`config.mk`:
```
export PLATFORM = sky130hd
export DESIGN_NAME = wsd_stats
export DESIGN_NICKNAME = d
export VERILOG_FILES = /design/src/hw/rtl/wsd_pkg.sv /design/src/hw/rtl/wsd_stats.sv
export SDC_FILE = /design/constraint.sdc
export NUM_CORES = 1
export LEC_CHECK = 0
export BUFFER_PORTS_ARGS = -buffer_cell sky130_fd_sc_hd__buf_4
export CAP_MARGIN = 10
export CORE_MARGIN = 5
export CORE_UTILIZATION = 44
export DETAILED_ROUTE_END_ITERATION = 10
export PLACE_DENSITY = 0.67
export SLEW_MARGIN = 20
export SYNTH_ARGS = -nofsm -noshare
export SYNTH_HDL_FRONTEND = slang
export SYNTH_SLANG_ARGS = --single-unit
```
`constraint.sdc`:
```
create_clock -name clk -period 3.1 [get_ports clk]
set_input_delay 0.155 -clock clk [delete_from_list [all_inputs] [get_ports clk]]
set_output_delay 0.155 -clock clk [all_outputs]
set_load 0.05 [all_outputs]
```
`src/hw/rtl/wsd_pkg.sv`:
```
package wsd_pkg;

  // Ring geometry
  localparam int DEPTH       = 16;
  localparam int PAYLOAD_W   = 32;
  localparam int IDX_W       = $clog2(DEPTH);
  localparam int CNT_W       = $clog2(DEPTH + 1);
  localparam int MAX_RESULTS = 16;

  // Fixed field widths of the channels
  localparam int MODE_W   = 3;
  localparam int WORD_W   = 32;
  localparam int SC_W     = 8;
  localparam int MAXC_W   = 5;
  localparam int STATUS_W = 2;
  localparam int QD_W     = 5;
  localparam int CTR_W    = 32;

  // Width used when comparing max_count against the fill level
  localparam int N_W = (CNT_W > MAXC_W) ? CNT_W : MAXC_W;

  typedef enum logic [MODE_W-1:0] {
    MODE_PUSH       = 3'd0,
    MODE_POP        = 3'd1,
    MODE_PEEK       = 3'd2,
    MODE_STEAL_ONE  = 3'd3,
    MODE_STEAL_MANY = 3'd4,
    MODE_CLEAR      = 3'd5,
    MODE_CLR_STATS  = 3'd6,
    MODE_NOP        = 3'd7
  } mode_t;

  typedef enum logic [STATUS_W-1:0] {
    ST_OK    = 2'd0,
    ST_EMPTY = 2'd1,
    ST_FULL  = 2'd2
  } status_t;

  typedef enum logic {
    FSM_IDLE,
    FSM_STEAL
  } fsm_t;

  typedef struct packed {
    logic [PAYLOAD_W-1:0] payload;
    logic [SC_W-1:0]      steals;
  } entry_t;

  // Command broadcast to every cell of the row
  typedef struct packed {
    logic             push;
    logic             shift;
    logic [CNT_W-1:0] count;
    entry_t           wdata;
  } cell_cmd_t;

  // Counter events for one result
  typedef struct packed {
    logic clr;
    logic push;
    logic pop;
    logic steal;
    logic attempt;
    logic fail;
  } stat_cmd_t;

  function automatic logic [SC_W-1:0] sat_inc(input logic [SC_W-1:0] v);
    logic [SC_W-1:0] r;
    r = (v == {SC_W{1'b1}}) ? v : v + 1'b1;
    return r;
  endfunction

endpackage

```
`src/hw/rtl/wsd_stats.sv`:
```
module wsd_stats import wsd_pkg::*; (
  input  logic             clk,
  input  logic             rst_n,
  input  stat_cmd_t        ev,
  output logic [CTR_W-1:0] pushed,
  output logic [CTR_W-1:0] popped,
  output logic [CTR_W-1:0] stolen,
  output logic [CTR_W-1:0] attempts,
  output logic [CTR_W-1:0] failed
);

  logic [CTR_W-1:0] pushed_r, popped_r, stolen_r, attempts_r, failed_r;

  always_ff @(posedge clk) begin
    if (!rst_n || ev.clr) begin
      pushed_r   <= '0;
      popped_r   <= '0;
      stolen_r   <= '0;
      attempts_r <= '0;
      failed_r   <= '0;
    end else begin
      if (ev.push)    pushed_r   <= pushed_r + 1'b1;
      if (ev.pop)     popped_r   <= popped_r + 1'b1;
      if (ev.steal)   stolen_r   <= stolen_r + 1'b1;
      if (ev.attempt) attempts_r <= attempts_r + 1'b1;
      if (ev.fail)    failed_r   <= failed_r + 1'b1;
    end
  end

  assign pushed   = pushed_r;
  assign popped   = popped_r;
  assign stolen   = stolen_r;
  assign attempts = attempts_r;
  assign failed   = failed_r;

endmodule

```
Yosys cells after proc, flatten, opt, wreduce, memory -nomap -nowiden --
Cells that the tools add are included.
Storage, ports and cells: register bits after elaboration 160, input bits 8, word-level logic and storage cells 12
Cells by class: reductions and logical operators 2, $add $sub $neg 5
Operators by type and width (number):
- $add 32x1->32 const B | 5
- $logic_not 1->1 | 1
- $logic_or 1x1->1 | 1

Logic depth before layout (Yosys ltp) --
Gate-level depths: netlist of the first run.
word-level depth 2, depth in mapped cells 8, gate-level depth less buffers 5

Worst setup path before layout of the first run --
Ideal clock, no wire load.
path type reg2reg, start point reg pushed_r[0], in the netlist pushed[0], end point reg pushed_r[26], in the netlist pushed[26], slack 568 ps, arrival time 2461 ps, stages on the path, launching flop included 7, library setup time 70 ps, cell sequence dfxtp_1 > ha_1 > nand4_2 > or4_1 > buf_2 > or4_1 > a21oi_1
On the way: longest elaborated chain between the ends 1
Ends and longest elaborated chain:
- from (decl) | RTL line wsd_stats.sv:12 | logic [CTR_W-1:0] pushed_r, popped_r, stolen_r, attempts_r, failed_r;
- from (signal assigned) | RTL line wsd_stats.sv:22 | if (ev.push) pushed_r <= pushed_r + 1'b1;
- $add 32x1->32 | RTL line wsd_stats.sv:22
Every way passes these cells. A chain may end at the register's enable or synchronous reset.

Worst setup path in the final report of the first run --
start point reg pushed_r[0], in the netlist pushed[0], end point reg pushed_r[20], in the netlist pushed[20]
The elaborated chain is that of the path after synthesis.

==> results of run 1 <==
[kinds of logic (layout without fill, tap and decap cells)]
logic type / after synthesis / in the layout / share of synthesized area [%]
compound gates: 187 / 187 / 14.70
xor+xnor: 56 / 56 / 6.527
fa+ha+maj: 5 / 5 / 0.8325
buf+inv: 68 / 219 / 3.613
flops: 160 / 160 / 42.62
mux: 10 / 10 / 1.332
simple gates: 396 / 396 / 30.37
[placed cells by master, fill, tap and decap left out, drive strengths merged, types with 2 or more instances in the layout]
| master | netlist | final |
|---|---|---|
| or2 | 2 | 2 |
| and3 | 14 | 14 |
| o21ai | 33 | 33 |
| ha | 5 | 5 |
| nand2 | 53 | 53 |
| o21a | 4 | 4 |
| o31a | 4 | 4 |
| nand3 | 51 | 51 |
| clkinvlp | 0 | 4 |
| mux2i | 10 | 10 |
| or3 | 35 | 35 |
| and4 | 26 | 26 |
| buf | 12 | 171 |
| xnor2 | 28 | 28 |
| inv | 16 | 16 |
| nor4 | 15 | 15 |
| clkbuf | 40 | 22 |
| or4 | 64 | 64 |
| and2 | 2 | 2 |
| a21oi | 89 | 89 |
| clkinv | 0 | 4 |
| nand4 | 54 | 54 |
| bufinv | 0 | 2 |
| o31ai | 55 | 55 |
| nor2 | 63 | 63 |
| xor2 | 28 | 28 |
| nand2b | 6 | 6 |
| dfxtp | 160 | 160 |
| nor3 | 8 | 8 |
[flip-flops by register name, summed over array words and instances, names as in the netlist]
register,flops
popped,32
stolen,32
pushed,32
attempts,32
failed,32
[layer usage]
layer	GRT usage, %	vias to the layer above	share of wire [%]
met5	0	-	0
met4	4.997	0	1.3
met3	6.062	21	7.2
met2	30.04	173	45
met1	25.13	3405	46
li1	-	3622	-
[stage by stage]
step | instance area [um^2] | utilization, % | worst slack, ps | std cells | power, W
final | 9467 | 56.88 | 622.7 | 1253 | 0.004231
after detailed placement | 8882 | 53.37 | 647.4 | 1221 | 0.002211
after floorplan | 7515 | - | 568.2 | 882 | 0.002178
after global placement | 8882 | 53.37 | 701.8 | 1221 | 0.002210
after CTS | 9467 | 56.88 | 618.1 | 1253 | 0.004282
after global routing | 9467 | 56.88 | 464.8 | 1253 | 0.004380
[worst paths after layout]
path	start	end	slack (ps)	depth (start not counted)
min reg2reg	failed[26]$_SDFFE_PP0P_	failed[26]$_SDFFE_PP0P_	480	2
max reg2reg	pushed[0]$_SDFFE_PP0P_	pushed[20]$_SDFFE_PP0P_	620	5
max	pushed[0]$_SDFFE_PP0P_	pushed[20]$_SDFFE_PP0P_	620	5
min	ev[2]	stolen[0]$_SDFFE_PP0P_	20	3
[power groups by stage]
stage	combinational, W	sequential, W	clock [W]
after global routing	0.000105	0.00207	0.00221
after CTS	0.0000978	0.00207	0.00212
final	0.0000959	0.00207	0.00207
after global placement	0.0000969	0.00211	0
after detailed placement	0.0000975	0.00211	0
after floorplan	0.0000502	0.00213	0
[worst max-delay path, delay by kind of cell (launching register included)]
kind                     cells  cell delay [ps]
AO/OA/AOI/OAI                1              160
adder cells (fa/ha/maj)      1              280
flip-flops                   1              440
AND/OR/NAND/NOR              3             1530
[final cells by class]
type,count,area [um^2],share of cell area [%]
multi-input combinational,654,4048,42.76
clock inverter,10,110.1,1.163
tap,220,275.3,2.908
clock buffer,22,474.2,5.009
inverter,16,60.06,0.6344
timing repair buffer,171,1296,13.69
sequential,160,3203,33.84
==> results.json, run 1 <==
{
  "cts_resized": 0,
  "ys.flop_type": "dfxtp_1",
  "synthArstFlopShare_pct": 0,
  "fill_cells": 1551,
  "synth_top_area_share_pct": 42.62,
  "whs_ps": 24.44,
  "via_per_inst": 5.763,
  "drt-total-wl_mm": 19.20,
  "switchingPower_w": 0.0008982,
  "setup_viol": 0,
  "rows": 47,
  "ys_seq_area_share_pct": 42.62,
  "cell_internal_pwr_w": 0.003332,
  "crit_top_cell": "or4_1",
  "p_per_area_nw_per_um2": 446.9,
  "setup_total_negative_slack_ps": 0,
  "h-tree-depth": 4,
  "period_share_pct": 79.91,
  "n_antenna_cell": 0,
  "fin_skew_ps": 9.119,
  "die-area_um2": 19790,
  "crit_arrival_ps": 2820,
  "grt_setup_unrepaired": "false",
  "clk_pin_slew_ps": 60,
  "first_pass_iters": 5,
  "wl_per_cell_um": 15.33,
  "max-vdd-ir-drop_v": 0.0003792,
  "grt_pass1_vias": 6661,
  "die_w_um": 140.7,
  "drc": 0,
  "hp-class": "input pin to flop",
  "cp_data_required_time_ps": 3450,
  "antenna_found_initial": 0,
  "track_usage_pct": 18.98,
  "slowest_stage": "or4_1",
  "syn-instance-count": 882,
  "outcome": "finished clean",
  "path_cells": "ha_1, nand4_2, or4_1, or4_1, a21oi_1",
  "grt_first_pass_wirelength_mm": 32.25,
  "start_util_pct": 45.15,
  "root_buffer": "clkbuf_16",
  "yosys_warnings": 0,
  "slowest_delay_ps": 800,
  "drive_above_1_share_pct": 20.14,
  "cp_max_fo": 17,
  "postCtsHoldBufs": 0,
  "ys_top_cells_by_count": "160 x dfxtp_1, 89 x a21oi_1, 64 x or4_1",
  "switching_share_pct": 21.23,
  "vias": 7221,
  "grt_overflow": 0,
  "power_frac_comb_pct": 2.3,
  "numCtsBuffers": 17,
  "avgSynthCellArea_um2": 8.520,
  "finalCriticalPeriod_ps": 2477,
  "report.final.slew_viol_count": 0,
  "cts.sinks": 160,
  "grt_max_degree": 64,
  "power_frac_seq_pct": 48.9,
  "ioPinCount": 168,
  "finalNetCount": 1033,
  "cts_setup_buffers": 0,
  "syn_nets": 895,
  "clockBufferDepth": 2,
  "ys_ff_latch": 160,
  "synth_edf_count": 0,
  "endpoint_kind": "flop",
  "die_h_um": 140.7,
  "clock_latency_ps": 420,
  "drt-initial-drc-count": 415,
  "max_slew.worst_pin.slew_ps": 642.2,
  "fmax_mhz": 403.7,
  "relSlewSlack_pct": 57.06,
  "synth_area_um2": 7515,
  "synth.most_common_cell": "dfxtp_1",
  "synth_area_leader_cell": "dfxtp_1",
  "ys_types": 34,
  "hold_viol_final": 0,
  "final_antenna_net_count": 0,
  "synth.area.top_cells": "dfxtp_1 43%, or4_1 6.4%, a21oi_1 5.9%",
  "cts_tree": "done",
  "power_leakage_nw": 3.213,
  "dp.final_hpwl_mm": 13.22,
  "core_um2": 16640,
  "place_congestion": 0.8028,
  "cp-start-kind": "flop",
  "area_growth_pct": 25.97,
  "critical_path_class": "flop to flop",
  "pwr-share-clk_pct": 48.9,
  "maxCapViolCount": 0,
  "io_buffer_count": 167
}
(Power assumes the default switching activity.)
==> run 2, diff against run 1 <==
--- a/config.mk
+++ b/config.mk
@@ -10,7 +10,7 @@
 export CORE_MARGIN = 5
 export CORE_UTILIZATION = 44
 export DETAILED_ROUTE_END_ITERATION = 10
-export PLACE_DENSITY = 0.67
+export PLACE_DENSITY = 0.7
 export SLEW_MARGIN = 20
 export SYNTH_ARGS = -nofsm -noshare
 export SYNTH_HDL_FRONTEND = slang
==> constraint.sdc (replaced) <==
create_clock -name clk -period 2.2 [get_ports clk]
set_input_delay 0.11 -clock clk [delete_from_list [all_inputs] [get_ports clk]]
set_output_delay 0.11 -clock clk [all_outputs]
set_load 0.05 [all_outputs]
==> results.json, run 2 (same netlist as run 1, synthesis figures left out) <==
{
  "outcome": "finished clean",
  "period_share_pct": 94.70,
  "cp_data_required_time_ps": 2550,
  "via_per_inst": 5.655,
  "fin_skew_ps": 10.77,
  "dp.final_hpwl_mm": 13.68,
  "io_buffer_count": 167,
  "cp_max_fo": 13,
  "drive_above_1_share_pct": 25.28,
  "multi_input_area_um2": 4066,
  "cp-start-kind": "flop",
  "finalNetCount": 1076,
  "die-area_um2": 19790,
  "cp_top_family": "simple AND/OR/NAND/NOR gates",
  "hold_viol_final": 0,
  "area_growth_pct": 31.50,
  "dp.cells": 1261,
  "clock_latency_ps": 420,
  "vias": 7329,
  "slowest_delay_ps": 660,
  "h-tree-depth": 4,
  "power_leakage_nw": 3.451,
  "max-vdd-ir-drop_v": 0.0005090,
  "final_cell_count_no_fill": 1296,
  "critical_path_class": "flop to flop",
  "grt_setup_unrepaired": "false",
  "drt-initial-drc-count": 421,
  "path_cells": "nand4_1, or3_1, or4_1, a21oi_1",
  "grt_overflow": 0,
  "first_pass_iters": 5,
  "clk_pin_slew_ps": 60,
  "ioPinCount": 168,
  "report.final.slew_viol_count": 0,
  "p_per_area_nw_per_um2": 612.8,
  "setup_viol": 0,
  "slowest_stage": "or3_1",
  "final_antenna_net_count": 0,
  "setup_total_negative_slack_ps": 0,
  "core_um2": 16640,
  "track_usage_pct": 19.18,
  "crit_arrival_ps": 2430,
  "finalCriticalPeriod_ps": 2083,
  "wl_per_cell_um": 15.11,
  "antenna_found_initial": 0,
  "drt-total-wl_mm": 19.59,
  "drc": 0,
  "maxCapViolCount": 0,
  "max_slew.worst_pin.slew_ps": 490.8,
  "fin_ws_ps": 116.6,
  "critPathBufInv": 0,
  "numCtsBuffers": 17,
  "regArea_um2": 3231,
  "fmax_mhz": 480.0,
  "final_cell_mix": "209 x buf_4, 142 x dfxtp_1, 89 x a21oi_1",
  "place_congestion": 0.7738,
  "final_common_cell": "buf_4",
  "cts.sinks": 160,
  "die_h_um": 140.7,
  "clockBufferDepth": 2,
  "die_w_um": 140.7,
  "endpoint_kind": "flop",
  "grt_first_pass_wirelength_mm": 32.29,
  "relSlewSlack_pct": 67.19,
  "rows": 47,
  "n_antenna_cell": 0,
  "grt_max_degree": 71,
  "start_util_pct": 45.15,
  "grt_pass1_vias": 6534,
  "root_buffer": "clkbuf_16",
  "post-place-ws_ps": 54.17,
  "fill_cells": 1517,
  "cts_tree": "done",
  "hp-class": "input pin to flop"
}
==> run 2: cell types whose count changed in the layout (fill, tap and decap cells not counted), moves of 2 or more <==
cell           before  now
clkinv_2            4    1
clkbuf_1            2    0
or4_1              64   62
dfxtp_1           160  142
dlygate4sd3_1       0    3
or4_4               0    2
dfxtp_2             0   16
clkinv_4            0    3
dfxtp_4             0    2
buf_4             170  209
==> run 2: per-layer routing <==
metal  wire length (um)  GRT usage [%]
met4                224          5.048
met5                  0              0
met2               9007          30.27
met1               9159          25.97
met3               1198          5.317
==> run 2: worst paths after layout <==
| kind | startpoint | endpoint | slack (ps) | cells after the start |
|---|---|---|---|---|
| max | popped[10]$_SDFFE_PP0P_ | popped[31]$_SDFFE_PP0P_ | 120 | 4 |
| min | ev[0] | failed[0]$_SDFFE_PP0P_ | 20 | 3 |
| max reg2reg | popped[10]$_SDFFE_PP0P_ | popped[31]$_SDFFE_PP0P_ | 120 | 4 |
| min reg2reg | failed[26]$_SDFFE_PP0P_ | failed[26]$_SDFFE_PP0P_ | 480 | 2 |
==> run 2: stage by stage <==
| step | hold WS, ps | power [W] | cell area [um^2] | utilization (%) |
|---|---|---|---|---|
| 3_5_place_dp | 415.6 | 0.003121 | 9223 | 55.42 |
| 2_1_floorplan | 257.6 | 0.003069 | 7542 | - |
| 4_1_cts | 4.338 | 0.006129 | 9863 | 59.27 |
| 3_3_place_gp | 404.7 | 0.003120 | 9223 | 55.42 |
| 5_1_grt | 41.28 | 0.006266 | 9882 | 59.38 |
| 6_report | 23.81 | 0.006056 | 9882 | 59.38 |
==> run 2: area by class of cell <==
type | instances | share of cell area (%)
timing repair buffer | 214 | 16.59
inverter | 16 | 0.6077
clock buffer | 21 | 4.862
multi-input combinational | 654 | 41.15
sequential | 160 | 32.69
tap | 220 | 2.786
clock inverter | 11 | 1.317
==> run 2: report_power, final <==
| group | switching, W | total (W) | internal, W |
|---|---|---|---|
| registers | 0.00000733 | 0.00291 | 0.00290 |
| logic | 0.000102 | 0.000150 | 0.0000485 |
| clock network | 0.00120 | 0.00300 | 0.00180 |
==> run 2: worst min-delay path: cells and delay by family <==
family / cells / cell delay (ps)
AND/OR/NAND/NOR: 1 / 70
XOR/XNOR: 1 / 80
buffers and inverters: 1 / 140
==> run 2: timing repair <==
| action | CTS | global route |
|---|---|---|
| gates resized for setup | 0 | 4 |
| endpoints found under the hold margin | 5 | 0 |
| buffers inserted | 0 | 0 |
| endpoints found under the setup margin | 0 | 11 |
| hold buffers | 3 | 0 |
