==> src/hw/rtl/wsd_pkg.sv <==
package wsd_pkg;

  // Ring geometry
  localparam int DEPTH       = 16;
  localparam int PAYLOAD_W   = 32;
  localparam int IDX_W       = $clog2(DEPTH);
  localparam int CNT_W       = $clog2(DEPTH + 1);
  localparam int MAX_RESULTS = 16;

  // Fixed field widths of the channels
  localparam int MODE_W   = 3;
  localparam int WORD_W   = 32;
  localparam int SC_W     = 8;
  localparam int MAXC_W   = 5;
  localparam int STATUS_W = 2;
  localparam int QD_W     = 5;
  localparam int CTR_W    = 32;

  // Width used when comparing max_count against the fill level
  localparam int N_W = (CNT_W > MAXC_W) ? CNT_W : MAXC_W;

  typedef enum logic [MODE_W-1:0] {
    MODE_PUSH       = 3'd0,
    MODE_POP        = 3'd1,
    MODE_PEEK       = 3'd2,
    MODE_STEAL_ONE  = 3'd3,
    MODE_STEAL_MANY = 3'd4,
    MODE_CLEAR      = 3'd5,
    MODE_CLR_STATS  = 3'd6,
    MODE_NOP        = 3'd7
  } mode_t;

  typedef enum logic [STATUS_W-1:0] {
    ST_OK    = 2'd0,
    ST_EMPTY = 2'd1,
    ST_FULL  = 2'd2
  } status_t;

  typedef enum logic {
    FSM_IDLE,
    FSM_STEAL
  } fsm_t;

  typedef struct packed {
    logic [PAYLOAD_W-1:0] payload;
    logic [SC_W-1:0]      steals;
  } entry_t;

  // Command broadcast to every cell of the row
  typedef struct packed {
    logic             push;
    logic             shift;
    logic [CNT_W-1:0] count;
    entry_t           wdata;
  } cell_cmd_t;

  // Counter events for one result
  typedef struct packed {
    logic clr;
    logic push;
    logic pop;
    logic steal;
    logic attempt;
    logic fail;
  } stat_cmd_t;

  function automatic logic [SC_W-1:0] sat_inc(input logic [SC_W-1:0] v);
    logic [SC_W-1:0] r;
    r = (v == {SC_W{1'b1}}) ? v : v + 1'b1;
    return r;
  endfunction

endpackage

==> src/hw/rtl/wsd_cell.sv <==
module wsd_cell import wsd_pkg::*; (
  input  logic             clk,
  input  logic [CNT_W-1:0] idx,
  input  cell_cmd_t        cmd,
  input  entry_t           next_data,
  output entry_t           data
);

  entry_t data_r;
  entry_t data_nxt;

  // Take the pushed entry when this cell is the first free one,
  // otherwise advance the neighbour's entry towards the front.
  always_comb begin
    data_nxt = data_r;
    if (cmd.push && (cmd.count == idx)) begin
      data_nxt = cmd.wdata;
    end else if (cmd.shift) begin
      data_nxt = next_data;
    end
  end

  always_ff @(posedge clk) begin
    data_r <= data_nxt;
  end

  assign data = data_r;

endmodule

==> config.mk <==
export PLATFORM = sky130hd
export DESIGN_NAME = wsd_cell
export DESIGN_NICKNAME = d
export VERILOG_FILES = /design/src/hw/rtl/wsd_pkg.sv /design/src/hw/rtl/wsd_cell.sv
export SDC_FILE = /design/constraint.sdc
export NUM_CORES = 1
export LEC_CHECK = 0
export ABC_AREA = 1
export BUFFER_PORTS_ARGS = -buffer_cell sky130_fd_sc_hd__buf_4
export CORE_MARGIN = 4
export CORE_UTILIZATION = 43
export CTS_BUF_LIST = sky130_fd_sc_hd__clkbuf_2 sky130_fd_sc_hd__clkbuf_4 sky130_fd_sc_hd__clkbuf_8
export DETAILED_ROUTE_END_ITERATION = 8
export PLACE_DENSITY = 0.93
export RECOVER_POWER = 100
export SKIP_CTS_REPAIR_TIMING = 1
export SYNTH_ARGS = -nofsm -noshare
export SYNTH_HDL_FRONTEND = slang
export SYNTH_SLANG_ARGS = --single-unit
==> constraint.sdc <==
create_clock -name clk -period 2.45 [get_ports clk]
set_input_delay 0.245 -clock clk [delete_from_list [all_inputs] [get_ports clk]]
set_output_delay 0.245 -clock clk [all_outputs]
set_load 0.02 [all_outputs]
# --- Word level (Yosys, flattened, before mapping) ---
# Cells that the tools add are included.
op_classes:
  n_eq_ne: 1
  muxes: 2
  reduce_logical: 2
ops:
  columns: ["op", "count"]
  rows:
  - ["$mux W40", 2]
  - ["$eq A5 B5 Y1", 1]
  - ["$reduce_bool A2 Y1", 1]
  - ["$logic_and A1 B1 Y1", 1]
word_totals:
  ff_bits: 40
  input_bits: 93

# --- Logic depth before layout (Yosys ltp) ---
# Gate-level depths: netlist (run 1).
depth:
  ltp_word: 3
  depth_mapped: 8
  mapped_depth_nobuf: 7

# --- Worst setup path before layout (run 1) ---
# Ideal clock, no wire load.
synth_path:
  kind: "input -> register"
  start: "in idx[3]"
  end: "reg data_r, in the netlist data[0], enable pin"
  setup_time_ns: 0.398
  arrival_time_ns: 1.720
  required_ns: 2.052
  setup_slack_ns: 0.332
  stages: 7
  path_cell_list: "inv_1 > nand2_1 > nand2_1 > nor2_2 > nand3_2 > buf_6 > nand2_1"
synth_via:
  elab_chain_cells: 3
synth_lines:
  columns: ["element", "line", "rtl"]
  rows:
  - ["start, declared", "wsd_cell.sv:3", "input logic [CNT_W-1:0] idx,"]
  - ["$eq A5 B5 Y1", "wsd_cell.sv:16", "if (cmd.push && (cmd.count == idx)) begin"]
  - ["$logic_and A1 B1 Y1", "wsd_cell.sv:16", null]
  - ["$reduce_bool A2 Y1 (no line)", null, null]
  - ["end signal, assigned", "wsd_cell.sv:24", "data_r <= data_nxt;"]
  - ["end, declared", "wsd_cell.sv:9", "entry_t data_r;"]
# No other way between the ends.
# A chain may end at the register's enable or synchronous reset.

==> results of run 1 <==
[power breakdown]
| part | switching [mW] | internal (mW) | total [mW] | leakage, nW |
|---|---|---|---|---|
| clock | 0.202 | 0.220 | 0.422 | 0.0467 |
| combinational | 0.226 | 0.149 | 0.375 | 0.948 |
| sequential | 0.0159 | 0.827 | 0.843 | 0.392 |
[logic make-up (layout without fill, tap and decap cells)]
group,count (synthesis),in the layout,synth area share [%]
simple gates,140,140,32.3
flops,40,40,60.7
buf+inv,25,155,7.02
[area by class of cell]
| type | count | area (sq um) |
|---|---|---|
| clock inverter | 1 | 3.75 |
| timing repair buffer | 138 | 883 |
| inverter | 9 | 33.8 |
| fill | 414 | 1500 |
| sequential | 40 | 1200 |
| multi-input combinational | 140 | 644 |
| clock buffer | 7 | 83.8 |
| tap | 52 | 65.1 |
[final timing paths]
| check | from | end | slack, ps | cells past startpoint |
|---|---|---|---|---|
| worst max-delay path | idx[2] | data[38] | 980 | 8 |
| worst min-delay path | next_data[16] | data[16] | 230 | 3 |
[Yosys cell counts]
master	number
inv_1	8
buf_6	4
nor2_2	3
nand4_1	40
edfxtp_1	40
buf_2	12
nor2_1	3
nand3_2	1
nand2_1	93
inv_2	1
[metal layers]
| metal | GRT usage [%] | vias to the layer above | wire length (microns) |
|---|---|---|---|
| met1 | 20.9 | 888 | 2160 |
| met3 | 5.80 | 8 | 553 |
| met2 | 33.5 | 93 | 2930 |
| met5 | 0 | - | 0 |
| li1 | - | 976 | - |
| met4 | 6.60 | 0 | 101 |
[worst min-delay path: cells and delay by family]
| kind | cells | cell delay [ps] |
|---|---|---|
| buffers and inverters | 1 | 70 |
| AND/OR/NAND/NOR | 2 | 90 |
[metrics by stage]
step                worst slack, ps  area (sq um)
floorplan                       332          1980
global placement                918          2990
detailed placement              862          2990
CTS                            1150          3080
global route                    872          2920
finish                          985          2920
==> results_dict.tcl, run 1 <==
set metrics [dict create \
    status "completed" \
    worst_pin_slew_ps 770 \
    die_h_microns 75.8 \
    initial_core_util_pct 44.8 \
    crit_chain "clkbuf_4 > nor2_1 > nor2_1 > nor2_2 > nand3_1 > clkbuf_2 > nand2_1 > nand2_1" \
    avgSynthCellArea_sq_um 9.66 \
    final_util_pct 66.0 \
    vias 1965 \
    h-tree-depth 2 \
    slowest_stage "clkbuf_2" \
    grt_overflow_total 0 \
    wl_microns 5750 \
    cp-start-kind "primary input" \
    clock_path_buffers 2 \
    wl_per_cell_microns 14.9 \
    final_cell_mix "buf_4, nand2_1, nand4_1, edfxtp_1, clkbuf_1" \
    finalSetupViolations 0 \
    cts_root_buffer "clkbuf_8" \
    relSlewSlack_pct 48.7 \
    die_area_sq_um 5750 \
    largest_reg_flops 40 \
    period_minus_slack_ps 1470 \
    io_buffers 132 \
    final_common_cell "buf_4" \
    cp-end-kind "flop" \
    antenna_found_initial 0 \
    worstPathArrival_ps 1490 \
    final_antenna_net_count 0 \
    track_usage_pct 18.7 \
    gp_congestion 0.762 \
    ys_seq_area_share_pct 60.7 \
    hold_slack_ps 234 \
    rows 24 \
    dr.pass1.iters 4 \
    maxSlewViolCount 0 \
    synth_area_sq_um 1980 \
    grt_max_degree 41 \
    powerDensity_nw_per_um2 562 \
    slowest_delay_ps 480 \
    core_sq_um 4410 \
    min_path_type "primary input to flop" \
    clkTransAtPathRegs_ps 70 \
    ir_drop_uv 300 \
    cts_tree "done" \
    grt_pass1_vias 1763 \
    worstPathMaxFanout 40 \
    synth_top_area_share_pct 60.7 \
    fmax_mhz 682 \
    cts_sinks 40 \
    dp_cells 379 \
    detail_route.vias_per_cell 5.08 \
    crit_family "simple AND/OR/NAND/NOR gates" \
    hold_viol_final 0 \
    die_x_microns 75.8 \
    p_leak_nw 1.39 \
    period_share_pct 59.8 \
    hpwl_microns 4220 \
    nets 427 \
    yosys.area.top_type "edfxtp_1" \
    drive_gt1_share_pct 32.5 \
    grt_pass1_wl_microns 8020 \
    antenna_cells 0 \
    area_growth_pct 47.3 \
    required_ps 2480 \
    synth_nets 298 \
    cts_made_buffers 5 \
    cap_violations 0 \
    drt_iter0_drc 104 \
    rsz0062_at_grt "false" \
    worst-setup-path-type "primary input to flop" \
    ys_ff_latch 40 \
    synthCells 205 \
    synth_area_leaders "edfxtp_1, nand2_1, nand4_1" \
    tns_ps 0 \
    total_power_mw 1.64 \
    drc 0 \
    ys_warn_count 0 \
    synth.distinct_cells 10 \
    cp.buffers_inverters 2 \
    ios 133 \
    final_cells 387 \
]
Power figures use the tool's default switching activity.
==> inputs of run 2 (changes only) <==
Settings changed: CORE_UTILIZATION 43 to 39, PLACE_DENSITY 0.93 to 0.9.
Clock period 2.45 ns to 1.3 ns, I/O delays scaled along.
==> run 2 against run 1 <==
Count of clock-buffer cells in the layout stayed put; worst setup slack worse by 780 ps; sequential share of layout area decreased by 0.52 points; critical endpoint is now data[39]; largest power group unchanged.
==> results_dict.tcl, run 2 (synthesis gave the netlist of run 1 again) <==
set metrics [dict create \
    clock_path_buffers 2 \
    hold_viol_final 0 \
    worstSetupStartpoint "idx[2]" \
    rsz0062_at_grt "false" \
    cap_violations 0 \
    p_leak_nw 1.39 \
    finalWorstSetupSlack_ps 204 \
    p_seq_share_pct 51.1 \
    slowest_stage "clkbuf_2" \
    cts_root_buffer "clkbuf_8" \
    antenna_found_initial 0 \
    wl_per_cell_microns 14.2 \
    area_growth_pct 49.2 \
    grt_overflow_total 0 \
    final_cell_mix "buf_4, nand2_1, nand4_1, edfxtp_1, clkbuf_1" \
    hpwl_microns 4270 \
    largest_reg_flops 40 \
    vias 1986 \
    final_antenna_net_count 0 \
    worst_pin_slew_ps 434 \
    hp-start "next_data[31]" \
    rows 25 \
    grt_pass1_wl_microns 8980 \
    worst-setup-path-type "primary input to flop" \
    die_area_sq_um 6280 \
    min_path_type "primary input to flop" \
    nets 427 \
    cts_tree "done" \
    drc 0 \
    relSlewSlack_pct 71.0 \
    nFillCells 456 \
    p_clk_share_pct 26.1 \
    p_comb_share_pct 22.8 \
    final_common_cell "buf_4" \
    cts_sinks 40 \
    final_util_pct 61.3 \
    finalSetupViolations 0 \
    die_x_microns 79.2 \
    cts_made_buffers 5 \
    grt_max_degree 41 \
    initial_core_util_pct 41.1 \
    slowest_delay_ps 300 \
    wl_microns 5700 \
    p_switching_mw 0.846 \
    status "completed" \
    track_usage_pct 18.4 \
    die_h_microns 79.2 \
    dr.pass1.iters 5 \
    period_minus_slack_ps 1100 \
    grt_pass1_vias 1928 \
    crit_chain "buf_4 > nor2_1 > nor2_1 > nor2_2 > nand3_2 > clkbuf_2 > nand2_1 > nand2_1" \
    worstPathArrival_ps 1130 \
    period_share_pct 84.3 \
    worstPathMaxFanout 17 \
    gp_congestion 0.769 \
    ios 133 \
    clkTransAtPathRegs_ps 70 \
    h-tree-depth 2 \
    ir_drop_uv 458 \
    powerDensity_nw_per_um2 1050 \
    core_sq_um 4820 \
    required_ps 1340 \
    fmax_mhz 912 \
    hold_slack_ps 116 \
    io_buffers 132 \
    antenna_cells 0 \
    p_sw_share_pct 27.3 \
    cp-end-kind "flop" \
    drt_iter0_drc 102 \
    maxSlewViolCount 0 \
    cp-start-kind "primary input" \
    pre_cts_ws_ps -35.4 \
    detail_route.vias_per_cell 4.94 \
    drive_gt1_share_pct 33.1 \
    p_int_mw 2.26 \
]
run 2: power groups by stage:
stage	Clock [mW]	Sequential (mW)	Combinational, mW
finish	0.810	1.59	0.707
global route	0.887	1.60	0.770
CTS	0.829	1.59	0.811
detailed placement	0	1.62	0.810
global placement	0	1.61	0.796
floorplan	0	1.78	0.205
run 2: layout make-up:
type	instances	area [sq um]	share of cell area, %
sequential	40	1200	40.7
clock buffer	7	83.8	2.84
inverter	9	33.8	1.14
multi-input combinational	140	666	22.5
tap	67	83.8	2.84
clock inverter	1	3.75	0.127
timing repair buffer	138	881	29.8
run 2: routing by layer:
metal | track usage (%) | routed length (microns)
met5 | 0 | 0
met4 | 4.81 | 59
met3 | 6.69 | 545
met2 | 33.4 | 3040
met1 | 20.1 | 2050
run 2: worst paths after layout:
kind  endpoint  depth (start not counted)  slack [ps]
min   data[31]                          3         120
max   data[39]                          8         200
run 2: critical path: cells and delay by family:
kind / cells / cell delay, ps
buffers and inverters: 2 / 410
AND/OR/NAND/NOR: 6 / 590
run 2: metrics by stage:
stage / instance area, sq um / setup TNS (ps) / total power, mW / instances
floorplan: 2000 / 0 / 1.98 / 205
global placement: 3020 / -3.35 / 2.41 / 394
detailed placement: 3020 / -891 / 2.43 / 394
CTS: 3110 / 0 / 3.23 / 402
global route: 2950 / 0 / 3.26 / 402
finish: 2950 / 0 / 3.10 / 402
==> inputs of run 3 (changes only) <==
Settings changed: CORE_UTILIZATION 39 to 43, PLACE_DENSITY 0.9 to 0.93.
Clock period 1.3 ns to 1.1 ns, I/O delays scaled along.
==> run 3 against run 2 <==
Total power grew 16%; flip-flop and latch count is the same; first-iteration DRC count shrank 24%; non-clock buffer count shrank 1; via count grew 1.6%; largest power group unchanged; sequential power grew 18%; count of clock-buffer cells in the layout shrank 2; critical endpoint is now data[16]; routed wire length grew 3.0%; core utilization grew 5.7 points; clock power grew 4.7%; critical path depth grew 1; hold slack lost 17 ps.
==> results_dict.tcl, run 3 (synthesis gave the netlist of run 1 again) <==
set metrics [dict create \
    worst-setup-path-type "primary input to flop" \
    final_common_cell "buf_4" \
    nets 426 \
    drc 0 \
    cts_root_buffer "clkbuf_8" \
    wl_microns 5870 \
    fmax_mhz 960 \
    whs_path_depth 3 \
    seq_area_sq_um 1200 \
    p_leak_nw 1.42 \
    hp-start "next_data[9]" \
    ir_drop_uv 606 \
    wl_per_cell_microns 15.3 \
    period_share_pct 94.7 \
    ios 133 \
    relSlewSlack_pct 71.3 \
    antenna_found_initial 0 \
    hold_viol_final 0 \
    drive_gt1_share_pct 38.1 \
    status "completed" \
    hold_slack_ps 98.8 \
    drt_iter0_drc 78 \
    die_h_microns 75.8 \
    grt_max_degree 41 \
    antenna_cells 0 \
    clock_path_buffers 2 \
    worstPathMaxFanout 20 \
    gp_congestion 0.789 \
    cts_sinks 40 \
    powerDensity_nw_per_um2 1220 \
    vias 2018 \
    worst_pin_slew_ps 431 \
    dp_cells 378 \
    rows 24 \
    grt_pass1_wl_microns 8400 \
    period_minus_slack_ps 1040 \
    cts_tree "done" \
    worstPathArrival_ps 1070 \
    clkTransAtPathRegs_ps 70 \
    required_ps 1130 \
    cap_violations 0 \
    multiInputGateArea_sq_um 673 \
    rsz0062_at_grt "true" \
    core_sq_um 4410 \
    grt_overflow_total 0 \
    nFillCells 397 \
    maxSlewViolCount 0 \
    cp-end-kind "flop" \
    min_path_type "primary input to flop" \
    initial_core_util_pct 44.8 \
    io_buffers 132 \
    finalSetupViolations 0 \
    cp-start-kind "primary input" \
    grt_pass1_vias 1876 \
    die_area_sq_um 5750 \
    final_antenna_net_count 0 \
    hold-path-endpoint "data[9]" \
    h-tree-depth 2 \
    dr.pass1.iters 4 \
    largest_reg_flops 40 \
    cts_made_buffers 5 \
    area_growth_pct 49.4 \
    hpwl_microns 4300 \
    total_power_mw 3.59 \
    detail_route.vias_per_cell 5.27 \
    final_cell_mix "buf_4, nand2_1, nand4_1, edfxtp_1, clkbuf_1" \
    final_cells 383 \
    track_usage_pct 19.1 \
    die_x_microns 75.8 \
]
## run 3: changes by cell type in the layout (fill, tap and decap cells not counted), sizes merged
cell    delta
clkbuf     -3
clkinv     -1
## run 3: worst max path at each step
stage,from,end,cells past startpoint
detailed placement,cmd[43],data[19],9
global route,cmd[43],data[19],9
floorplan,idx[1],data[0],7
global placement,idx[1],data[20],7
finish,cmd[43],data[16],9
CTS,cmd[43],data[19],9
## run 3: final cells by class
class,count,share of cell area [%]
inverters,9,1.65
flip-flops and latches,40,40.6
repair buffers,137,30.5
clock buffers,5,2.33
well taps,52,2.20
multi-input cells,140,22.8
## run 3: stage by stage
| step | setup slack (ps) | setup TNS, ps | area (sq um) | utilization, % |
|---|---|---|---|---|
| 2_1_floorplan | -134 | -5380 | 2010 | - |
| 3_3_place_gp | -172 | -13130 | 3020 | 68.3 |
| 3_5_place_dp | -215 | -16430 | 3020 | 68.3 |
| 4_1_cts | 81.1 | 0 | 3090 | 69.9 |
| 5_1_grt | -29.8 | -332 | 2960 | 67.0 |
| 6_report | 58.3 | 0 | 2960 | 67.0 |
## run 3: power breakdown
| part | internal [mW] | switching (mW) | leakage [nW] |
|---|---|---|---|
| clock | 0.409 | 0.440 | 0.0359 |
| sequential | 1.84 | 0.0366 | 0.392 |
| combinational | 0.351 | 0.516 | 0.995 |
## run 3: metal layers
| metal | up-vias | part of all wire, % | track usage [%] |
|---|---|---|---|
| met5 | - | 0 | 0 |
| met4 | 0 | 1.2 | 5.83 |
| met2 | 102 | 54 | 36.9 |
| met1 | 941 | 34 | 20.6 |
| met3 | 7 | 11 | 3.83 |
| li1 | 968 | - | - |
## run 3: worst max-delay path, cell delays in order
cell,delay [ps]
buf_4,120
inv_8,20
nand2_1,50
nand2_1,80
nor2_4,140
nand3_2,170
buf_4,250
nand2_1,80
nand2_1,60
